==> src/rtl/bfha_pkg.sv <==
package bfha_pkg;

   localparam int REQ_W     = 15;
   localparam int OFS_W     = 15;
   localparam int STATUS_W  = 2;
   localparam int HDR_BYTES = 4;

   localparam logic FUNC_ALLOC = 1'b0;
   localparam logic FUNC_FREE  = 1'b1;

   localparam logic [STATUS_W-1:0] STAT_OK   = 2'd0;
   localparam logic [STATUS_W-1:0] STAT_FAIL = 2'd1;
   localparam logic [STATUS_W-1:0] STAT_BAD  = 2'd2;

   typedef enum logic [3:0] {
      ST_INIT,
      ST_IDLE,
      ST_A_RD,
      ST_A_HDR,
      ST_S_RD,
      ST_S_HDR,
      ST_A_FIN,
      ST_A_SPLIT,
      ST_F_HDR,
      ST_R_ALLOC,
      ST_R_OK,
      ST_R_FAIL,
      ST_R_BAD
   } ctrl_state_type;

   typedef enum logic [1:0] {
      AS_POS,
      AS_SCAN,
      AS_FREE
   } addr_sel_type;

   typedef enum logic [2:0] {
      WR_NONE,
      WR_INIT,
      WR_MERGE,
      WR_TAKE,
      WR_SPLIT,
      WR_FREE
   } wr_sel_type;

   typedef struct packed {
      logic                load_req;
      addr_sel_type        addr_sel;
      wr_sel_type          wr_sel;
      logic                pos_step;
      logic                scan_from_hdr;
      logic                scan_step;
      logic                merge_close;
      logic                rsp_load;
      logic [STATUS_W-1:0] rsp_code;
      logic                rsp_with_ofs;
   } cmd_type;

   typedef struct packed {
      logic is_free;
      logic zero_size;
      logic free_null;
      logic free_bad;
      logic hdr_full;
      logic pos_end;
      logic scan_end;
      logic found;
      logic split;
      logic out_free;
   } stat_type;

endpackage

==> src/rtl/bfha_ctrl.sv <==
module bfha_ctrl (
   input  logic               clock,
   input  logic               reset,
   input  logic               req_valid,
   output logic               req_ready,
   input  bfha_pkg::stat_type stat,
   output bfha_pkg::cmd_type  cmd
);

   bfha_pkg::ctrl_state_type state_ff, state_in;

   always_comb begin
      state_in = state_ff;
      unique case (state_ff)
         bfha_pkg::ST_INIT: state_in = bfha_pkg::ST_IDLE;
         bfha_pkg::ST_IDLE: begin
            if (req_valid) begin
               if (!stat.is_free) begin
                  state_in = stat.zero_size ? bfha_pkg::ST_R_FAIL : bfha_pkg::ST_A_RD;
               end else if (stat.free_null) begin
                  state_in = bfha_pkg::ST_R_OK;
               end else if (stat.free_bad) begin
                  state_in = bfha_pkg::ST_R_BAD;
               end else begin
                  state_in = bfha_pkg::ST_F_HDR;
               end
            end
         end
         bfha_pkg::ST_A_RD: state_in = bfha_pkg::ST_A_HDR;
         bfha_pkg::ST_A_HDR: begin
            if (stat.hdr_full) begin
               state_in = stat.pos_end ? bfha_pkg::ST_A_FIN : bfha_pkg::ST_A_RD;
            end else begin
               state_in = bfha_pkg::ST_S_RD;
            end
         end
         bfha_pkg::ST_S_RD: begin
            state_in = stat.scan_end ? bfha_pkg::ST_A_FIN : bfha_pkg::ST_S_HDR;
         end
         bfha_pkg::ST_S_HDR: begin
            state_in = stat.hdr_full ? bfha_pkg::ST_A_RD : bfha_pkg::ST_S_RD;
         end
         bfha_pkg::ST_A_FIN: begin
            if (!stat.found) begin
               state_in = bfha_pkg::ST_R_FAIL;
            end else begin
               state_in = stat.split ? bfha_pkg::ST_A_SPLIT : bfha_pkg::ST_R_ALLOC;
            end
         end
         bfha_pkg::ST_A_SPLIT: state_in = bfha_pkg::ST_R_ALLOC;
         bfha_pkg::ST_F_HDR: begin
            state_in = stat.hdr_full ? bfha_pkg::ST_R_OK : bfha_pkg::ST_R_BAD;
         end
         bfha_pkg::ST_R_ALLOC, bfha_pkg::ST_R_OK,
         bfha_pkg::ST_R_FAIL, bfha_pkg::ST_R_BAD: begin
            if (stat.out_free) begin
               state_in = bfha_pkg::ST_IDLE;
            end
         end
         default: state_in = bfha_pkg::ST_INIT;
      endcase
   end

   always_comb begin
      req_ready         = 1'b0;
      cmd               = '0;
      cmd.addr_sel      = bfha_pkg::AS_POS;
      cmd.wr_sel        = bfha_pkg::WR_NONE;
      cmd.rsp_code      = bfha_pkg::STAT_OK;
      unique case (state_ff)
         bfha_pkg::ST_INIT: cmd.wr_sel = bfha_pkg::WR_INIT;
         bfha_pkg::ST_IDLE: begin
            req_ready    = 1'b1;
            cmd.addr_sel = bfha_pkg::AS_FREE;
            cmd.load_req = req_valid;
         end
         bfha_pkg::ST_A_RD: cmd.addr_sel = bfha_pkg::AS_POS;
         bfha_pkg::ST_A_HDR: begin
            cmd.pos_step      = stat.hdr_full;
            cmd.scan_from_hdr = !stat.hdr_full;
         end
         bfha_pkg::ST_S_RD: begin
            cmd.addr_sel = bfha_pkg::AS_SCAN;
            if (stat.scan_end) begin
               cmd.merge_close = 1'b1;
               cmd.wr_sel      = bfha_pkg::WR_MERGE;
            end
         end
         bfha_pkg::ST_S_HDR: begin
            if (stat.hdr_full) begin
               cmd.merge_close = 1'b1;
               cmd.wr_sel      = bfha_pkg::WR_MERGE;
            end else begin
               cmd.scan_step = 1'b1;
            end
         end
         bfha_pkg::ST_A_FIN: begin
            if (stat.found) begin
               cmd.wr_sel = bfha_pkg::WR_TAKE;
            end
         end
         bfha_pkg::ST_A_SPLIT: cmd.wr_sel = bfha_pkg::WR_SPLIT;
         bfha_pkg::ST_F_HDR: begin
            if (stat.hdr_full) begin
               cmd.wr_sel = bfha_pkg::WR_FREE;
            end
         end
         bfha_pkg::ST_R_ALLOC: begin
            cmd.rsp_load     = stat.out_free;
            cmd.rsp_code     = bfha_pkg::STAT_OK;
            cmd.rsp_with_ofs = 1'b1;
         end
         bfha_pkg::ST_R_OK: begin
            cmd.rsp_load = stat.out_free;
            cmd.rsp_code = bfha_pkg::STAT_OK;
         end
         bfha_pkg::ST_R_FAIL: begin
            cmd.rsp_load = stat.out_free;
            cmd.rsp_code = bfha_pkg::STAT_FAIL;
         end
         bfha_pkg::ST_R_BAD: begin
            cmd.rsp_load = stat.out_free;
            cmd.rsp_code = bfha_pkg::STAT_BAD;
         end
         default: cmd.wr_sel = bfha_pkg::WR_NONE;
      endcase
   end

   always_ff @(posedge clock) begin
      if (reset) begin
         state_ff <= bfha_pkg::ST_INIT;
      end else begin
         state_ff <= state_in;
      end
   end

   a_init_after_reset: assert property (@(posedge clock)
      $past(reset) |-> state_ff == bfha_pkg::ST_INIT)
      else $error("no init pass after reset");

   a_load_needs_slot: assert property (@(posedge clock) disable iff (reset)
      cmd.rsp_load |-> stat.out_free)
      else $error("response word loaded over an untaken one");

   a_idle_no_write: assert property (@(posedge clock) disable iff (reset)
      req_ready |-> cmd.wr_sel == bfha_pkg::WR_NONE)
      else $error("header write while accepting a word");

endmodule

==> config.mk <==
export PLATFORM = sky130hd
export DESIGN_NAME = bfha_ctrl
export DESIGN_NICKNAME = d
export VERILOG_FILES = /design/src/rtl/bfha_pkg.sv /design/src/rtl/bfha_ctrl.sv
export SDC_FILE = /design/constraint.sdc
export NUM_CORES = 1
export LEC_CHECK = 0
export ABC_AREA = 1
export BUFFER_PORTS_ARGS = -buffer_cell sky130_fd_sc_hd__buf_2
export CORE_MARGIN = 3
export CORE_UTILIZATION = 35
export DETAILED_ROUTE_END_ITERATION = 10
export PLACE_DENSITY_LB_ADDON = 0.2
export SLEW_MARGIN = 10
export SYNTH_ARGS = -nofsm -noshare
export SYNTH_HDL_FRONTEND = slang
export SYNTH_SLANG_ARGS = --single-unit
==> constraint.sdc <==
create_clock -name clock -period 1.8 [get_ports clock]
set_input_delay 0.36 -clock clock [delete_from_list [all_inputs] [get_ports clock]]
set_output_delay 0.36 -clock clock [all_outputs]
set_load 0.02 [all_outputs]
Yosys cells after proc, flatten, opt, wreduce, memory -nomap -nowiden
Index checks and enable logic that the tools add are counted.
{"block": "classes", "n_addsub": 0, "n_mul": 0, "div_mod_pow": 0, "order_cmp": 0, "eq_ne": 14, "n_shift": 0, "n_mux": 30, "bitwise": 0, "reduce_logical": 5}
{"cell": "4-bit one-hot mux with 10 select lines", "count": 1}
{"cell": "4-bit 2-to-1 mux", "count": 6}
{"cell": "3-bit 2-to-1 mux", "count": 7}
{"cell": "4-bit equality test (second input constant)", "count": 5}
{"cell": "3-bit one-hot mux with 6 select lines", "count": 1}
{"cell": "4-bit by 3-bit equality test with 1-bit output (second input constant)", "count": 4}
{"cell": "2-bit 2-to-1 mux", "count": 5}
{"cell": "3-bit one-hot mux with 3 select lines", "count": 1}
{"cell": "4-bit by 2-bit equality test with 1-bit output (second input constant)", "count": 2}
{"cell": "1-bit 2-to-1 mux", "count": 7}
{"cell": "4-bit by 1-bit equality test with 1-bit output (second input constant)", "count": 1}
{"cell": "4-bit logical NOT", "count": 1}
{"cell": "2-bit inequality test (second input constant)", "count": 2}
{"cell": "2-bit one-hot mux with 2 select lines", "count": 1}
{"cell": "4-bit OR reduction", "count": 1}
{"cell": "1-bit one-hot mux with 2 select lines", "count": 1}
{"cell": "2-bit AND reduction", "count": 1}
{"cell": "2-bit OR reduction", "count": 1}
{"cell": "1-bit logical NOT", "count": 1}
{"block": "totals", "regBits": 4, "latchBits": 0, "ramBits": 0, "romBits": 0, "inputBits": 13, "output_inout_bits": 15, "elab_cells": 50, "n_memories": 0}

Logic depth before layout (Yosys ltp)
{"block": "logic_depth", "word_depth": 5, "mapped_depth": 9, "mapped_depth_nobuf": 9}

Least setup slack after synthesis
Ideal clock, no wire load.
{"block": "synth_timing", "kind": "flip-flop to output port", "start": "register state_ff[0]", "end": "output cmd[9] (netlist name)", "arrival_ps": 1307, "required_time_ps": 1440, "setup_slack_ps": 133, "path_stages_with_launch": 8, "n_path_buf": 0, "path_cell_list": "dfxtp_1 -> inv_1 -> nand2_1 -> nor2_2 -> nand2_1 -> nand2_1 -> inv_1 -> nand2_1"}
{"item": "start, declared", "line_no": "bfha_ctrl.sv:10", "source": "bfha_pkg::ctrl_state_type state_ff, state_in;"}
{"item": "start signal, assigned", "line_no": "bfha_ctrl.sv:131", "source": "state_ff <= bfha_pkg::ST_INIT;"}
{"item": "start signal, assigned", "line_no": "bfha_ctrl.sv:133", "source": "state_ff <= state_in;"}
{"item": "end, declared", "line_no": "bfha_ctrl.sv:7", "source": "output bfha_pkg::cmd_type cmd"}

==> summary.md <==
| Metric | Value |
|---|---|
| CP delay by family, top | `buffers and inverters` |
| Seq cells post-synth | `4` |
| Ys Warns | `0` |
| IO Port Bufs | `27` |
| Most common cell after layout, fill and taps aside | `nand2_1` |
| Clk sinks | `4` |
| Fin. max-slew vios | `0` |
| Iter 0 DRT Violations | `17` |
| Hold Path Class | `input pin to flop` |
| Worst Setup Start Kind | `flop` |
| RSZ-0062 raised after global routing | `yes` |
| TritonCTS buffer count | `3` |
| Reg2Reg Setup Slack | `0.43 ns` |
| Most frequent cells in the layout | `nand2_1 (29), buf_2 (26), inv_1 (17)` |
| Metal1 wirelength | `700 µm` |
| Final design area excluding fillers | `805 µm²` |
| Sequential fraction of the synthesis area | `0.141` |
| Detailed-route wire length | `1.61 mm` |
| CTS HTree Levels | `1` |
| Net count after synthesis | `118` |
| Antenna Cells | `0` |
| Final Core Density | `0.569` |
| Mapped Area | `568 µm²` |
| Worst path max stage delay | `0.34 ns` |
| First-pass GRT wire length | `2.54 mm` |
| Pre-antenna DRT Iters | `4` |
| CTS Hold Bufs | `0` |
| Total Routing Usage GR | `0.163` |
| Hold slack | `0.323 ns` |
| Cell Rows | `13` |
| Clock-pin slew on the worst setup and hold paths | `0.04 ns` |
| Biggest regs | `state_ff (4)` |
| Die Y | `46.3 µm` |
| Status | `completed` |
| Final hold viol count | `0` |
| Area grow syn2layout | `41.6%` |
| Critical path's slowest cell | `dfxtp_1` |
| Clk_skew | `0.00739 ns` |
| CP required | `1.44 ns` |
| Starting density of the core | `0.401` |
| Slew margin rel. | `0.867` |
| GPL Wtd Cong | `0.848` |
| Slew @ Worst Pin | `0.198 ns` |
| Routed wl met2 | `789 µm` |
| Filler cells | `146` |
| CP max FO | `5` |
| Hold Path End | `state_ff[2]` |
| Vias in the first global route | `598` |
| Drt drc | `0` |
| Wire length per cell | `10.6 µm` |
| Net count, final | `152` |
| Leak pwr | `0.482 nW` |
| Worst EP arrival | `1.38 ns` |
| Cell count after synthesis | `105` |
| Antenna-violating nets left | `0` |
| Reg area | `86.3 µm²` |
| Post-synth cell types | `23` |
| Max reg flops | `4` |
| Core area | `0.00142 mm²` |
| R2R Path Start | `state_ff[2]` |
| I/O pin count | `28` |
| Footprint of the multi-input gates | `418 µm²` |
| Clk buf depth | `2` |
| Worst path bufs/invs | `3` |
| Routed met3 length | `116 µm` |
| Die area | `0.00214 mm²` |
| PwrDens | `1510 mW/mm²` |
| Synth Area per Inst | `5.41 µm²` |
| Vias per cell | `4.82` |
| Max Clk Rate | `575 MHz` |
| CP Cell Sequence | `buf_4, nor2_4, buf_12, nand2_4, nor2_1, buf_2` |
| Biggest register | `state_ff` |
| Final setup vio count | `0` |
| Antenna violations before repair | `0` |
| Final Power | `1.21 mW` |
| Crit end category | `primary output` |
| Placed inst area | `711 µm²` |
| Post-DP HPWL | `1.24 mm` |
| Hold path startpoint | `reset` |
| CP Class | `flop to primary output` |
| Minimum clock period | `1.74 ns` |
| Overflow after GRT | `0` |
| R2r worst-path depth | `8` |
| Layout cell share with drive strength beyond 1 | `0.416` |
| Largest net degree at the start of global routing | `8` |
| CTS tree | `done` |
| Sum Neg Setup Slack | `0 ns` |
| Top routing layer in use | `met3` |
| Via count | `733` |
| Post-route clock period utilization | `0.966` |
| Die X-Extent | `46.3 µm` |
| Max-cap viol count | `0` |
| Peak VDD IR | `0.688 mV` |
| Reg-to-reg critical path endpoint | `state_ff[3]` |
| Clk root buf | `clkbuf_4` |
| Hold Crit Depth | `2` |
| Worst skew pair latency | `0.24 ns` |
-- worst reg2reg max path: stages (launching register included) --
cell	delay [ns]
dfxtp_1	0.40
buf_4	0.19
nor2_4	0.06
buf_12	0.13
nand2_4	0.09
nor2_4	0.04
a21oi_2	0.17
nand2_1	0.08
a21oi_1	0.14
-- synthesized netlist by cell type (all sizes together) --
cell type,number,area share
nand2,33,0.24
inv,21,0.14
nor2,17,0.16
nand3,11,0.11
a21oi,6,0.059
dfxtp,4,0.14
o21ai,4,0.042
nor3,3,0.026
buf,2,0.033
nand3b,1,0.013
nand4,1,0.011
nor4,1,0.011
o211ai,1,0.013
-- how the worst max path moves through the flow --
stage | from | to | slack, ns | cells after the start
final | state_ff[2] | cmd[13] | 0.06 | 6
after global routing | state_ff[2] | cmd[8] | -0.03 | 5
after CTS | state_ff[0] | cmd[9] | 0.01 | 7
after detailed placement | state_ff[1] | cmd[8] | 0.20 | 5
after global placement | state_ff[1] | cmd[8] | 0.24 | 5
after floorplan | state_ff[0] | cmd[9] | 0.13 | 7
-- kinds of logic after synthesis --
group | Yosys count | synth area share
compound gates | 11 | 0.115
buf+inv | 23 | 0.172
flops | 4 | 0.141
simple gates | 67 | 0.573
-- power by group --
group          internal, mW  switching (mW)  leakage [nW]  total (mW)
sequential            0.131          0.0728        0.0342       0.203
clock                0.0749          0.0411        0.0138       0.116
combinational         0.345           0.548         0.434       0.893
total                 0.551           0.662         0.482        1.21
-- routing by layer --
| metal | global-route usage | up-vias |
|---|---|---|
| met5 | 0 | - |
| met4 | 0.0170 | 0 |
| met3 | 0.0586 | 0 |
| met2 | 0.258 | 28 |
| met1 | 0.216 | 312 |
| li1 | - | 393 |
-- timing repair --
| item | CTS | global route |
|---|---|---|
| buffers inserted | 0 | 3 |
| setup endpoints to repair | 2 | 7 |
| resized for setup | 1 | 12 |
| pin swaps | 0 | 3 |
-- metrics by stage --
stage                     setup WS [ns]  cells
after detailed placement          0.197    146
after CTS                        0.0105    149
after global placement            0.241    146
after global routing            -0.0336    152
final                            0.0606    152
after floorplan                   0.133    105
-- area by class of cell --
class,count,share of cell area
multi-input combinational,78,0.519
inverter,21,0.0980
sequential,4,0.107
clock buffer,3,0.0280
tap,15,0.0233
timing repair buffer,31,0.224
(Power assumes the default switching activity.)
